`src/rtl/core/ectr_pkg.sv`:
```
// shared types and codes for the event counter trace ring
`timescale 1ns / 1ps
package ectr_pkg;

  localparam int TS_W  = 48;
  localparam int CNT_W = 32;
  localparam int CMD_W = 3;
  localparam int COL_W = 5;
  localparam int WIN_W = 8;

  typedef enum logic [2:0] {
    CMD_ADD   = 3'd0,
    CMD_FRAME = 3'd1,
    CMD_MARK  = 3'd2,
    CMD_READ  = 3'd3,
    CMD_KEY   = 3'd4
  } cmd_t;

  typedef enum logic [2:0] {
    ST_OFF       = 3'd0,
    ST_EMPTY     = 3'd1,
    ST_MARK      = 3'd2,
    ST_DELTA     = 3'd3,
    ST_DONE      = 3'd4,
    ST_DONE_NONE = 3'd5,
    ST_LIMIT     = 3'd6,
    ST_NO_DUMP   = 3'd7
  } status_t;

  typedef enum logic [1:0] {
    REG_ENABLED = 2'd0,
    REG_COLUMNS = 2'd1,
    REG_SLOW    = 2'd2,
    REG_KEY     = 2'd3
  } reg_idx_t;

  typedef enum logic [1:0] {
    OP_ADD,
    OP_FRAME,
    OP_MARK,
    OP_READ
  } op_kind_t;

  typedef enum logic [3:0] {
    BK_IDLE,
    BK_COPY,
    BK_SETUP,
    BK_WALK,
    BK_TICK,
    BK_CRD,
    BK_CCMP,
    BK_ERD,
    BK_EMIT
  } back_state_t;

  typedef struct packed {
    op_kind_t          kind;
    logic [COL_W-1:0]  column;
    logic [CNT_W-1:0]  amount;
    logic [TS_W-1:0]   timestamp;
  } op_t;

  typedef struct packed {
    logic              enabled;
    logic [COL_W-1:0]  columns_in_use;
    logic [CNT_W-1:0]  slow_frame_ticks;
    logic              marker_key_enabled;
  } cfg_t;

  typedef struct packed {
    status_t           status;
    logic [CNT_W-1:0]  mark_number;
    logic [WIN_W-1:0]  window_frames;
    logic [CNT_W-1:0]  frame_index;
    logic [CNT_W-1:0]  frame_ticks;
    logic [COL_W-1:0]  column_index;
    logic [CNT_W-1:0]  delta;
    logic              last;
  } res_t;

endpackage

```
`src/rtl/core/ectr_if.sv`:
```
// input and output channel interfaces
`timescale 1ns / 1ps
interface ectr_in_if;
  logic        valid;
  logic        ready;
  logic [2:0]  command;
  logic [4:0]  column;
  logic [31:0] amount;
  logic [47:0] timestamp;
  logic        key_down;
  modport source(output valid, command, column, amount, timestamp, key_down, input ready);
  modport sink(input valid, command, column, amount, timestamp, key_down, output ready);
endinterface


```
`src/rtl/core/ectr_front.sv`:
```
// front end: takes words, sorts out commands and queues operations
`timescale 1ns / 1ps
module ectr_front (
  input  logic          clk,
  input  logic          rst,
  input  ectr_pkg::cfg_t cfg,
  ectr_in_if.sink       in_ch,
  output ectr_pkg::op_t op,
  output logic          op_valid,
  input  logic          op_ready
);
  import ectr_pkg::*;

  logic       key_was_down;
  op_t        q [2];
  logic       wr_ptr;
  logic       rd_ptr;
  logic [1:0] count;
  logic       take;
  logic       keep;
  logic       push;
  logic       pop;
  logic       key_live;
  op_t        cls;

  assign in_ch.ready = (count != 2'd2);
  assign take        = in_ch.valid && in_ch.ready;
  assign key_live    = cfg.enabled && cfg.marker_key_enabled;
  assign push        = take && keep;
  assign op_valid    = (count != 2'd0);
  assign pop         = op_valid && op_ready;
  assign op          = q[rd_ptr];

  // classify the incoming word
  always_comb begin
    cls.kind      = OP_ADD;
    cls.column    = in_ch.column;
    cls.amount    = in_ch.amount;
    cls.timestamp = in_ch.timestamp;
    keep          = 1'b0;
    case (cmd_t'(in_ch.command))
      CMD_ADD: begin
        keep = 1'b1;
      end
      CMD_FRAME: begin
        cls.kind = OP_FRAME;
        keep     = cfg.enabled;
      end
      CMD_MARK: begin
        cls.kind = OP_MARK;
        keep     = 1'b1;
      end
      CMD_READ: begin
        cls.kind = OP_READ;
        keep     = cfg.enabled;
      end
      CMD_KEY: begin
        cls.kind = OP_MARK;
        keep     = key_live && in_ch.key_down && !key_was_down;
      end
      default: begin
        keep = 1'b0;
      end
    endcase
  end

  // queue pointers and key edge tracking
  always_ff @(posedge clk) begin
    if (rst) begin
      key_was_down <= 1'b0;
      wr_ptr       <= 1'b0;
      rd_ptr       <= 1'b0;
      count        <= 2'd0;
    end else begin
      if (take && cmd_t'(in_ch.command) == CMD_KEY && key_live) begin
        key_was_down <= in_ch.key_down;
      end
      if (push) begin
        wr_ptr <= ~wr_ptr;
      end
      if (pop) begin
        rd_ptr <= ~rd_ptr;
      end
      case ({push, pop})
        2'b10:   count <= count + 2'd1;
        2'b01:   count <= count - 2'd1;
        default: count <= count;
      endcase
    end
  end

  // queue storage
  always_ff @(posedge clk) begin
    if (push) begin
      q[wr_ptr] <= cls;
    end
  end

endmodule

```
`src/flat_wrapper.sv`:
```
// flat-port wrapper written by rule: the top's interface ports become plain ports
module ectr_front_flat import ectr_pkg::*;
  (clk, rst, cfg, op, op_valid, op_ready, in_ch_valid, in_ch_command, in_ch_column, in_ch_amount, in_ch_timestamp, in_ch_key_down, in_ch_ready);
  ectr_in_if in_ch_i ();
  input  logic clk;
  input  logic rst;
  input  ectr_pkg::cfg_t cfg;
  output ectr_pkg::op_t op;
  output logic op_valid;
  input  logic op_ready;
  input wire logic [$bits(in_ch_i.valid)-1:0] in_ch_valid;
  input wire logic [$bits(in_ch_i.command)-1:0] in_ch_command;
  input wire logic [$bits(in_ch_i.column)-1:0] in_ch_column;
  input wire logic [$bits(in_ch_i.amount)-1:0] in_ch_amount;
  input wire logic [$bits(in_ch_i.timestamp)-1:0] in_ch_timestamp;
  input wire logic [$bits(in_ch_i.key_down)-1:0] in_ch_key_down;
  output wire logic [$bits(in_ch_i.ready)-1:0] in_ch_ready;
  assign in_ch_i.valid = in_ch_valid;
  assign in_ch_i.command = in_ch_command;
  assign in_ch_i.column = in_ch_column;
  assign in_ch_i.amount = in_ch_amount;
  assign in_ch_i.timestamp = in_ch_timestamp;
  assign in_ch_i.key_down = in_ch_key_down;
  assign in_ch_ready = in_ch_i.ready;
  ectr_front u_core (.clk(clk), .rst(rst), .cfg(cfg), .in_ch(in_ch_i), .op(op), .op_valid(op_valid), .op_ready(op_ready));
endmodule
```
`config.mk`:
```
export PLATFORM = sky130hd
export DESIGN_NAME = ectr_front_flat
export DESIGN_NICKNAME = d
export VERILOG_FILES = /design/src/rtl/core/ectr_pkg.sv /design/src/rtl/core/ectr_if.sv /design/src/rtl/core/ectr_front.sv /design/src/flat_wrapper.sv
export SDC_FILE = /design/constraint.sdc
export NUM_CORES = 1
export LEC_CHECK = 0
export BUFFER_PORTS_ARGS = -buffer_cell sky130_fd_sc_hd__buf_2
export CORE_MARGIN = 2
export CORE_UTILIZATION = 50
export CTS_CLUSTER_SIZE = 16
export DETAILED_ROUTE_END_ITERATION = 8
export GPL_ROUTABILITY_DRIVEN = 0
export GPL_TIMING_DRIVEN = 0
export PLACE_DENSITY_LB_ADDON = 0.12
export SLEW_MARGIN = 0
export SYNTH_ARGS = -nofsm -noshare
export SYNTH_HDL_FRONTEND = slang
export SYNTH_SLANG_ARGS = --single-unit
export TNS_END_PERCENT = 1
```
`constraint.sdc`:
```
create_clock -name clk -period 7.7 [get_ports clk]
set_input_delay 1.155 -clock clk [delete_from_list [all_inputs] [get_ports clk]]
set_output_delay 1.155 -clock clk [all_outputs]
set_load 0.01 [all_outputs]
```
==> After elaboration in Yosys (flattened, before gate mapping) <==
Memories as Yosys holds them, arrays and structs flattened. A register that Yosys moved wholly into a read port is not among the register bits.
Cells that the tools add are included.
{ "op_classes": {"addsub": 2, "mul": 0, "n_div": 0, "n_lt_le_gt_ge": 0, "eq_ne": 7, "n_shift": 0, "muxes": 7, "bitwise": 2, "reduce_logical": 15} }
{ "ops": {"columns": ["operator", "n"], "rows": [
  ["logical AND 1 bit", 8],
  ["== test 3 x 2 -> 1 bit (second input constant)", 2],
  ["one-hot mux 2 bit (3 select lines)", 1],
  ["OR reduction 2 bit", 3],
  ["two-way mux 1 bit", 4],
  ["one-hot mux 2 bit (2 select lines)", 1],
  ["nonzero test 2 bit", 2],
  ["== test 3 x 1 -> 1 bit (second input constant)", 1],
  ["== test 3 bit (second input constant)", 1],
  ["zero test 3 bit", 1],
  ["one-hot mux 1 bit (3 select lines)", 1],
  ["adder 2 x 1 -> 2 bit (second input constant)", 1],
  ["== test 2 x 1 -> 1 bit (second input constant)", 1],
  ["== test 2 bit (second input constant)", 1],
  ["inequality test 2 bit (second input constant)", 1],
  ["NOT 1 bit", 2],
  ["subtractor 2 x 1 -> 2 bit (second input constant)", 1],
  ["zero test 1 bit", 1]
]} }
{ "word_totals": {"regBits": 5, "latch_bits": 0, "mem_bits_rw": 174, "mem_bits_ro": 0, "in_bits": 132, "memories": 1} }
{ "mem_list": {"columns": ["memory", "words", "width", "read_ports", "rd_ports_with_merged_regs", "wr", "line_no", "rtl"], "rows": [
  ["u_core.q", 2, 87, 1, 1, 1, "ectr_front.sv:15", "op_t q [2];"]
]} }

==> Depth between registers and ports, before layout <==
Gate-level depths: netlist of run 1.
{ "depth": {"ltp_word": 7, "mapped_depth": 7, "mapped_depth_nobuf": 7} }

==> Least setup slack after synthesis of run 1 <==
No wires, ideal clock.
{ "synth_timing": {"path_type": "input to register", "from": "in in_ch_command[0]", "to": "mem u_core.q[0][0] (netlist name) (enable)", "setup_ps": 534, "arrival_time_ps": 5437, "slack_ps": 1729, "path_stages": 4, "n_path_buf": 0, "path_cell_list": "or3b_1 > nor2_2 > o21ai_0 > nor2_1"} }
{ "synth_via": {"elab_chain_cells": 6, "word_cells_on_any_way": 11, "cone_classes": "4 x eq/ne; 3 x mux; 4 x reduce/logical"} }
{ "synth_rtl": {"columns": ["item", "line_no", "rtl"], "rows": [
  ["start: declaration", "flat_wrapper.sv:12", "input wire logic [$bits(in_ch_i.command)-1:0] in_ch_command;"],
  ["== test 3 x 1 -> 1 bit (tied with other cells)", "ectr_front.sv:41", "case (cmd_t'(in_ch.command))"],
  ["OR reduction 2 bit (no source line)", null, null],
  ["one-hot mux 1 bit (3 select lines) *", "ectr_front.sv:41", null],
  ["logical AND 1 bit *", "ectr_front.sv:29", "assign push = take && keep;"],
  ["two-way mux 1 bit *", "ectr_front.sv:94", "if (push) begin"],
  ["two-way mux 1 bit (not written as such) *", "ectr_front.sv:95", "q[wr_ptr] <= cls;"],
  ["end: declaration", "ectr_front.sv:15", null]
]} }
Mark *: on every way between the ends. The rest lies on a longest branch, timed or not.

==> flow_metrics.tcl, run 1 <==
set metrics [dict create \
    outcome "completed" \
    syn_area_um2 6600 \
    yosysWarnings 0 \
    drive_gt1_share_pct 58.0 \
    postCtsSetupBuffers 0 \
    relSlewSlack_pct 50.4 \
    syn_area_per_cell_um2 21.0 \
    vdd_ir_drop_max_v 0.000181 \
    fin_util_pct 66.0 \
    final_cell_mix "buf_2 (186), edfxtp_1 (174), mux2_2 (87)" \
    cts_tree "built" \
    synthCells 314 \
    postRouteAntennaNets 0 \
    fin_crit_ns 3.28 \
    antenna_cells 0 \
    hold_buffers 0 \
    core_um2 12800 \
    grt_pass1_vias 3756 \
    htreeDepth 4 \
    cts_inserted_buffers 17 \
    cp_slowest_cell "mux2_2" \
    wl_met3_um 1020 \
    clk_path_buf_depth 2 \
    cpLargestDelayFamily "buffers and inverters" \
    finalCritPeriodShare_pct 42.6 \
    max_cap_viol_count 0 \
    synth-seq-cells 180 \
    top_layer "met4" \
    overflow 0 \
    antenna_found_initial 1 \
    clock_skew_ns 0.00621 \
    dieArea_um2 14100 \
    fillers 924 \
    cts-root-buf "clkbuf_16" \
    clock_latency_ns 0.41 \
    io_pins 221 \
    crit_required_ns 6.55 \
    path_clk_slew_ns 0.06 \
    wl_per_cell_um 16.4 \
    first_iter_violations 185 \
    synth_cell_type_count 29 \
    std_cell_rows 41 \
    grt_pass1_wl_um 18400 \
    cp_cell_sequence "clkbuf_1 > buf_2 > buf_2 > mux2_2 > buf_2" \
    final_area_um2 8430 \
    clock-sinks 180 \
    register_area_um2 5350 \
    path_class "reg -> out" \
    worst_pin_slew_ns 0.736 \
    path_max_fanout 10 \
    rsz0062_at_grt "no" \
    worstSetupEndpointType "primary output" \
    routed-via-count 3470 \
    place_hpwl_um 7990 \
    cp.arrival_ns 2.13 \
    startpoint_type "flip-flop" \
    layout_commonest_cell "buf_2" \
    wl_met2_um 5760 \
    grt_max_degree 33 \
    dpl_cell_area_um2 7860 \
    power_density_nw_per_um2 294 \
    drc 0 \
    p_leak_nw 3.13 \
    slew_violations 0 \
    multi_input_area_um2 1200 \
    initial_core_util_pct 51.6 \
    cpPeakStageDelay_ns 0.39 \
    cp_num_buf_inv 4 \
    wl_um 11600 \
    fmax_mhz 305 \
    numPortBuffers 182 \
    area_growth_pct 27.8 \
    nets 654 \
    drt_pass1_iterations 4 \
    hp-class "reg -> reg" \
    crit_top_cell "buf_2" \
    via_per_inst 4.92 \
    power_mw 2.48 \
    drt-met1-wl_um 4580 \
    fp.dieH_um 119 \
    synth_seq_area_share_pct 81.0 \
    track_usage_pct 17.3 \
    final-hold-violation-count 0 \
    synth_nets 447 \
    finalSetupViolCount 0 \
    fp.dieW_um 119 \
    cts_resized 0 \
]
==> flip-flops by register name, indices dropped and copies added, names as in the netlist, named ones only <==
register and count:
u_core.q 174, u_core.wr_ptr 1, u_core.count 2, u_core.rd_ptr 1, u_core.key_was_down 1
==> power by group <==
group,switching [mW],internal (mW),leakage (nW)
sequential,0.0151,1.14,1.64
combinational,0.250,0.245,1.21
clock,0.330,0.503,0.273
==> metrics by stage <==
| stage | hold WS, ns | std cells | TNS, ns | setup WS (ns) |
|---|---|---|---|---|
| after floorplan | 0.454 | 314 | 0 | 1.73 |
| after global placement | 0.466 | 668 | -85.96 | -0.499 |
| after detailed placement | 0.485 | 674 | 0 | 4.47 |
| after CTS | 0.500 | 705 | 0 | 4.33 |
| after global routing | 0.534 | 705 | 0 | 4.24 |
| final | 0.494 | 705 | 0 | 4.42 |
==> metal layers <==
metal	vias up	global-route usage, %
met3	12	6.99
met5	-	0
met1	1666	19.3
li1	1656	-
met4	0	7.59
met2	136	29.2
==> worst paths after layout <==
kind | from | to | slack (ns) | cells past startpoint
worst max-delay path | flip-flop | op[55] | 4.42 | 5
worst min-delay path | u_core.key_was_down | u_core.key_was_down | 0.49 | 2
worst max register to register | u_core.count[0] | u_core.q[1][66] | 5.52 | 6
worst min register to register | u_core.key_was_down | u_core.key_was_down | 0.49 | 2
==> worst register-to-register path, delay by kind of cell, from the launching register on <==
family	cells	cell delay [ns]
compound gates	1	0.28
buf+inv	2	0.49
flops	1	0.38
simple gates	3	0.70
==> cells by family (layout without fill, tap and decap cells) <==
kind of cell / after synthesis / after routing / share of synthesized area [%]
DFF: 180 / 180 / 81.0
muxes: 88 / 88 / 15.0
and+or+nand+nor: 23 / 23 / 2.07
buffers and inverters: 14 / 233 / 0.929
AOI/OAI and AO/OA: 5 / 5 / 0.379
xor gates and xnor gates: 3 / 3 / 0.398
adders and majority gates: 1 / 1 / 0.190
==> cell usage after synthesis (all sizes together) <==
| master | n | area share, % |
|---|---|---|
| edfxtp | 174 | 79 |
| xor2 | 1 | 0.13 |
| and3 | 2 | 0.19 |
| nand2b | 1 | 0.095 |
| nand4 | 1 | 0.095 |
| a21oi | 2 | 0.15 |
| dfxtp | 6 | 1.8 |
| nor4bb | 1 | 0.15 |
| clkbuf | 3 | 0.17 |
| ha | 1 | 0.19 |
| or4 | 1 | 0.11 |
| nor4 | 1 | 0.095 |
| or3b | 1 | 0.13 |
| and2 | 2 | 0.19 |
| xnor2 | 2 | 0.27 |
| or3 | 1 | 0.095 |
| o21ai | 3 | 0.23 |
| mux2i | 1 | 0.15 |
| and2b | 1 | 0.11 |
| mux2 | 87 | 15 |
| buf | 8 | 0.59 |
| inv | 3 | 0.17 |
| nor3 | 1 | 0.076 |
| nand4b | 1 | 0.13 |
| or2 | 1 | 0.095 |
| nor2 | 8 | 0.49 |
==> area by class of cell <==
type / count / area share, %
plain buffers: 11 / 0.594
clock buffers: 19 / 5.14
clock inverters: 12 / 1.65
inverters: 3 / 0.134
multi-input cells: 120 / 14.3
flip-flops and latches: 180 / 63.4
well taps: 172 / 2.55
repair buffers: 188 / 12.2
(Power assumes the default switching activity.)
==> inputs of run 2 (changes only) <==
clock period = 3.34 ns   (was 7.7 ns; I/O delays follow)
==> flow_metrics.tcl, run 2 (synthesis results as in run 1) <==
set metrics [dict create \
    outcome "completed" \
    regMostFlops "u_core.q" \
    first_iter_violations 187 \
    path_clk_slew_ns 0.06 \
    finalCritPeriodShare_pct 79.9 \
    max_cap_viol_count 0 \
    path_max_fanout 10 \
    swShare_pct 24.0 \
    grt_max_degree 33 \
    hp-class "in -> reg" \
    power_density_nw_per_um2 675 \
    finalSetupViolCount 0 \
    reg_top3 "u_core.q: 174 flops, u_core.count: 2 flops" \
    wl_um 11600 \
    tns_ns 0 \
    routed-via-count 3535 \
    clock_skew_ns 0.00567 \
    std_cell_rows 41 \
    crit_required_ns 2.84 \
    drive_gt1_share_pct 58.2 \
    p_switching_mw 1.37 \
    dieArea_um2 14100 \
    worst_pin_slew_ns 0.750 \
    startpoint_type "flip-flop" \
    reg2reg_slack_ns 1.15 \
    core_um2 12800 \
    hold_end "u_core.q[0][0]" \
    cts_tree "built" \
    drt_pass1_iterations 4 \
    postRouteAntennaNets 0 \
    clk_path_buf_depth 2 \
    clock_latency_ns 0.42 \
    vdd_ir_drop_max_v 0.000352 \
    grt_pass1_wl_um 18700 \
    fp.dieH_um 119 \
    nets 654 \
    cts_resized 0 \
    antenna_cells 0 \
    dpl_cell_area_um2 7870 \
    grt_pass1_vias 3776 \
    final_cell_mix "buf_2 (186), edfxtp_1 (174), mux2_2 (87)" \
    area_growth_pct 28.0 \
    clock-sinks 180 \
    p_clk_share_pct 33.2 \
    path_class "reg -> out" \
    place_hpwl_um 8160 \
    fp.dieW_um 119 \
    rsz0062_at_grt "no" \
    relSlewSlack_pct 49.5 \
    hp-start "in_ch_timestamp[0]" \
    hold_buffers 0 \
    initial_core_util_pct 51.6 \
    drc 0 \
    htreeDepth 4 \
    antenna_found_initial 0 \
    cts_inserted_buffers 17 \
    p_seq_share_pct 46.6 \
    fmax_mhz 375 \
    via_per_inst 5.01 \
    postCtsSetupBuffers 0 \
    cp.arrival_ns 2.17 \
    hold_path_depth 1 \
    worstSetupEndpointType "primary output" \
    p_leak_nw 3.13 \
    final_area_um2 8450 \
    io_pins 221 \
    numPortBuffers 182 \
    track_usage_pct 17.6 \
    overflow 0 \
    internal_power_mw 4.33 \
    combPwrFrac_pct 20.2 \
    slew_violations 0 \
    layout_commonest_cell "buf_2" \
    cts-root-buf "clkbuf_16" \
    wl_per_cell_um 16.5 \
    final-hold-violation-count 0 \
    largest_register_ffs 174 \
    fin_crit_ns 2.67 \
    r2r_end "u_core.q[0][27]" \
    timing.rr.start "u_core.count[0]" \
    r2r_cells 5 \
]
[run 2: cell count changes in the layout (fill, tap and decap cells not counted), sizes merged]
cell,delta
bufinv,-1
inv,+1
clkbuf,+5
clkinv,-5
clkinvlp,+1
[run 2: how the worst max path moves through the flow]
stage | start | to | slack [ns] | cells after the start
CTS | flip-flop | op[58] | 0.62 | 5
global placement | in_ch_command[0] | u_core.q[1][60] | -1.96 | 5
global route | flip-flop | op[58] | 0.52 | 5
finish | flip-flop | op[58] | 0.67 | 5
floorplan | in_ch_command[0] | u_core.q[1][0] | -0.55 | 4
detailed placement | in_ch_command[0] | u_core.q[0][62] | 0.73 | 6
[run 2: layer usage]
layer  track usage, %  vias to the layer above  routed length (µm)
met5                0                        -                   0
met4             6.92                        0                 176
met3             7.47                       14                1120
met2             29.6                      134                5990
met1             19.7                     1734                4360
li1                 -                     1653                   -
[run 2: power groups by stage]
stage / clock network (mW) / registers (mW) / logic, mW
after floorplan: 0 / 2.70 / 0.716
after global placement: 0 / 2.71 / 1.12
after detailed placement: 0 / 2.71 / 1.17
after CTS: 1.94 / 2.66 / 1.18
after global routing: 2.03 / 2.67 / 1.25
final: 1.89 / 2.66 / 1.15
[run 2: area by class of cell]
type,instances,area [µm²]
Multi-Input combinational cell,120,1200
Clock buffer,24,472
Clock inverter,8,101
Sequential cell,180,5350
Buffer,11,50.0
Inverter,3,11.3
Timing Repair Buffer,188,1050
Fill cell,920,4330
Tap cell,172,215
[run 2: worst max-delay path, cell delays in order, from the launching register on]
cell	delay, ns
dfxtp_1	0.30
clkbuf_1	0.29
buf_2	0.33
buf_2	0.31
mux2_2	0.38
buf_2	0.14
[run 2: per-stage QoR]
stage / total power, mW / utilization [%] / hold slack, ns / worst slack (ns) / cells
finish: 5.70 / 66.1 / 0.262 / 0.671 / 706
floorplan: 3.42 / - / 0.454 / -0.552 / 314
global placement: 3.83 / 60.5 / 0.471 / -1.96 / 668
detailed placement: 3.87 / 61.6 / 0.484 / 0.728 / 674
global route: 5.95 / 66.1 / 0.250 / 0.517 / 706
CTS: 5.77 / 66.1 / 0.246 / 0.616 / 706
==> inputs of run 3 (changes only) <==
CORE_UTILIZATION = 45   (was 50)
clock period = 2.3 ns   (was 3.34 ns; I/O delays follow)
==> flow_metrics.tcl, run 3 (synthesis results as in run 1) <==
set metrics [dict create \
    final-hold-violation-count 0 \
    placed_cells 686 \
    grt_pass1_wl_um 18100 \
    routed-via-count 3488 \
    startpoint_type "flip-flop" \
    multi_input_area_um2 1210 \
    core_um2 14400 \
    crit_required_ns 1.96 \
    clock_skew_ns 0.00448 \
    clock-sinks 180 \
    final_cell_mix "buf_2 (185), edfxtp_1 (174), mux2_2 (87)" \
    initial_core_util_pct 45.7 \
    cp.arrival_ns 1.84 \
    std_cell_rows 44 \
    power_density_nw_per_um2 987 \
    fp.dieW_um 125 \
    htreeDepth 4 \
    drt_pass1_iterations 4 \
    cts-root-buf "clkbuf_16" \
    reg_top3 "u_core.q: 174 flops, u_core.count: 2 flops" \
    regMostFlops "u_core.q" \
    relSlewSlack_pct 61.6 \
    track_usage_pct 15.2 \
    vdd_ir_drop_max_v 0.000626 \
    drc 0 \
    io_pins 221 \
    grt_pass1_vias 3617 \
    tns_ns 0 \
    reg2reg_slack_ns 0.20 \
    wl_um 11600 \
    first_iter_violations 194 \
    overflow 0 \
    fillers 1120 \
    grt_max_degree 30 \
    outcome "completed" \
    path_class "reg -> out" \
    drive_gt1_share_pct 59.3 \
    fp.dieH_um 125 \
    finalSetupViolCount 0 \
    area_growth_pct 28.6 \
    p_leak_nw 3.15 \
    antenna_found_initial 0 \
    clk_path_buf_depth 2 \
    nets 653 \
    place_hpwl_um 8020 \
    wl_per_cell_um 16.1 \
    register_area_um2 5350 \
    stdcell_count 718 \
    path_clk_slew_ns 0.06 \
    path_max_fanout 10 \
    power_mw 8.37 \
    fmax_mhz 458 \
    worst_pin_slew_ns 0.576 \
    largest_register_ffs 174 \
    layout_commonest_cell "buf_2" \
    dieArea_um2 15600 \
    finalCritPeriodShare_pct 94.9 \
    cts_tree "built" \
    fin_crit_ns 2.18 \
    postCtsSetupBuffers 0 \
    rsz0062_at_grt "no" \
    via_per_inst 4.86 \
    slew_violations 0 \
    hp-class "in -> reg" \
    clock_latency_ns 0.41 \
    postRouteAntennaNets 0 \
    numPortBuffers 182 \
    cts_inserted_buffers 17 \
    max_cap_viol_count 0 \
    worstSetupEndpointType "primary output" \
]
## run 3: cell count changes in the layout (fill, tap and decap cells not counted), moves of 2 or more
cell	previous run	this run
clkinv_1	0	3
inv_6	1	3
clkbuf_2	0	2
clkbuf_1	8	1
clkinvlp_4	3	1
clkbuf_8	2	0
## run 3: layer usage
layer	share of wire, %	up-vias	track usage [%]	wire, µm
met5	0	-	0	0
met4	0.98	0	4.51	113
met3	8.5	8	7.36	987
met2	50	120	25.5	5780
met1	40	1704	17.3	4670
li1	-	1656	-	-
## run 3: worst max-delay path, cell delays in order (launching register included)
cell and delay [ns]:
dfxtp_2 0.40, buf_4 0.22, buf_2 0.28, mux2_2 0.37, buf_2 0.15
## run 3: through the flow
| step | instance area, µm² | utilization (%) | setup WS [ns] | hold slack [ns] |
|---|---|---|---|---|
| 3_5_place_dp | 7890 | 54.7 | -0.0994 | 0.498 |
| 5_1_grt | 8480 | 58.8 | 0.000682 | 0.0880 |
| 4_1_cts | 8480 | 58.8 | 0.0518 | 0.0904 |
| 6_report | 8480 | 58.8 | 0.117 | 0.114 |
| 3_3_place_gp | 7760 | 53.8 | -1.31 | 0.467 |
| 2_1_floorplan | 6620 | - | -0.419 | 0.444 |
## run 3: layout make-up
class | instances | share of cell area (%)
Clock buffer | 18 | 5.06
Inverter | 3 | 0.133
Tap cell | 184 | 2.71
Antenna cell | 1 | 0.0295
Buffer | 10 | 0.605
Clock inverter | 14 | 1.87
Timing Repair Buffer | 188 | 12.3
Multi-Input combinational cell | 120 | 14.2
Sequential cell | 180 | 63.0
## run 3: final timing paths
check / start / to / depth (start not counted)
max: flip-flop / op[52] / 4
min: in_ch_timestamp[36] / u_core.q[0][36] / 1
max reg2reg: u_core.count[0] / u_core.q[0][10] / 6
min reg2reg: u_core.count[1] / u_core.count[1] / 2
## run 3: where the power goes
group          internal [mW]  switching [mW]
logic                  0.829           0.829
clock network           1.70            1.14
registers               3.81          0.0613
## run 3: what timing repair did
item                                    in CTS  in global routing
hold buffers                                 0                  0
endpoints found under the setup margin      80                  0
gates resized for setup                      4                  0
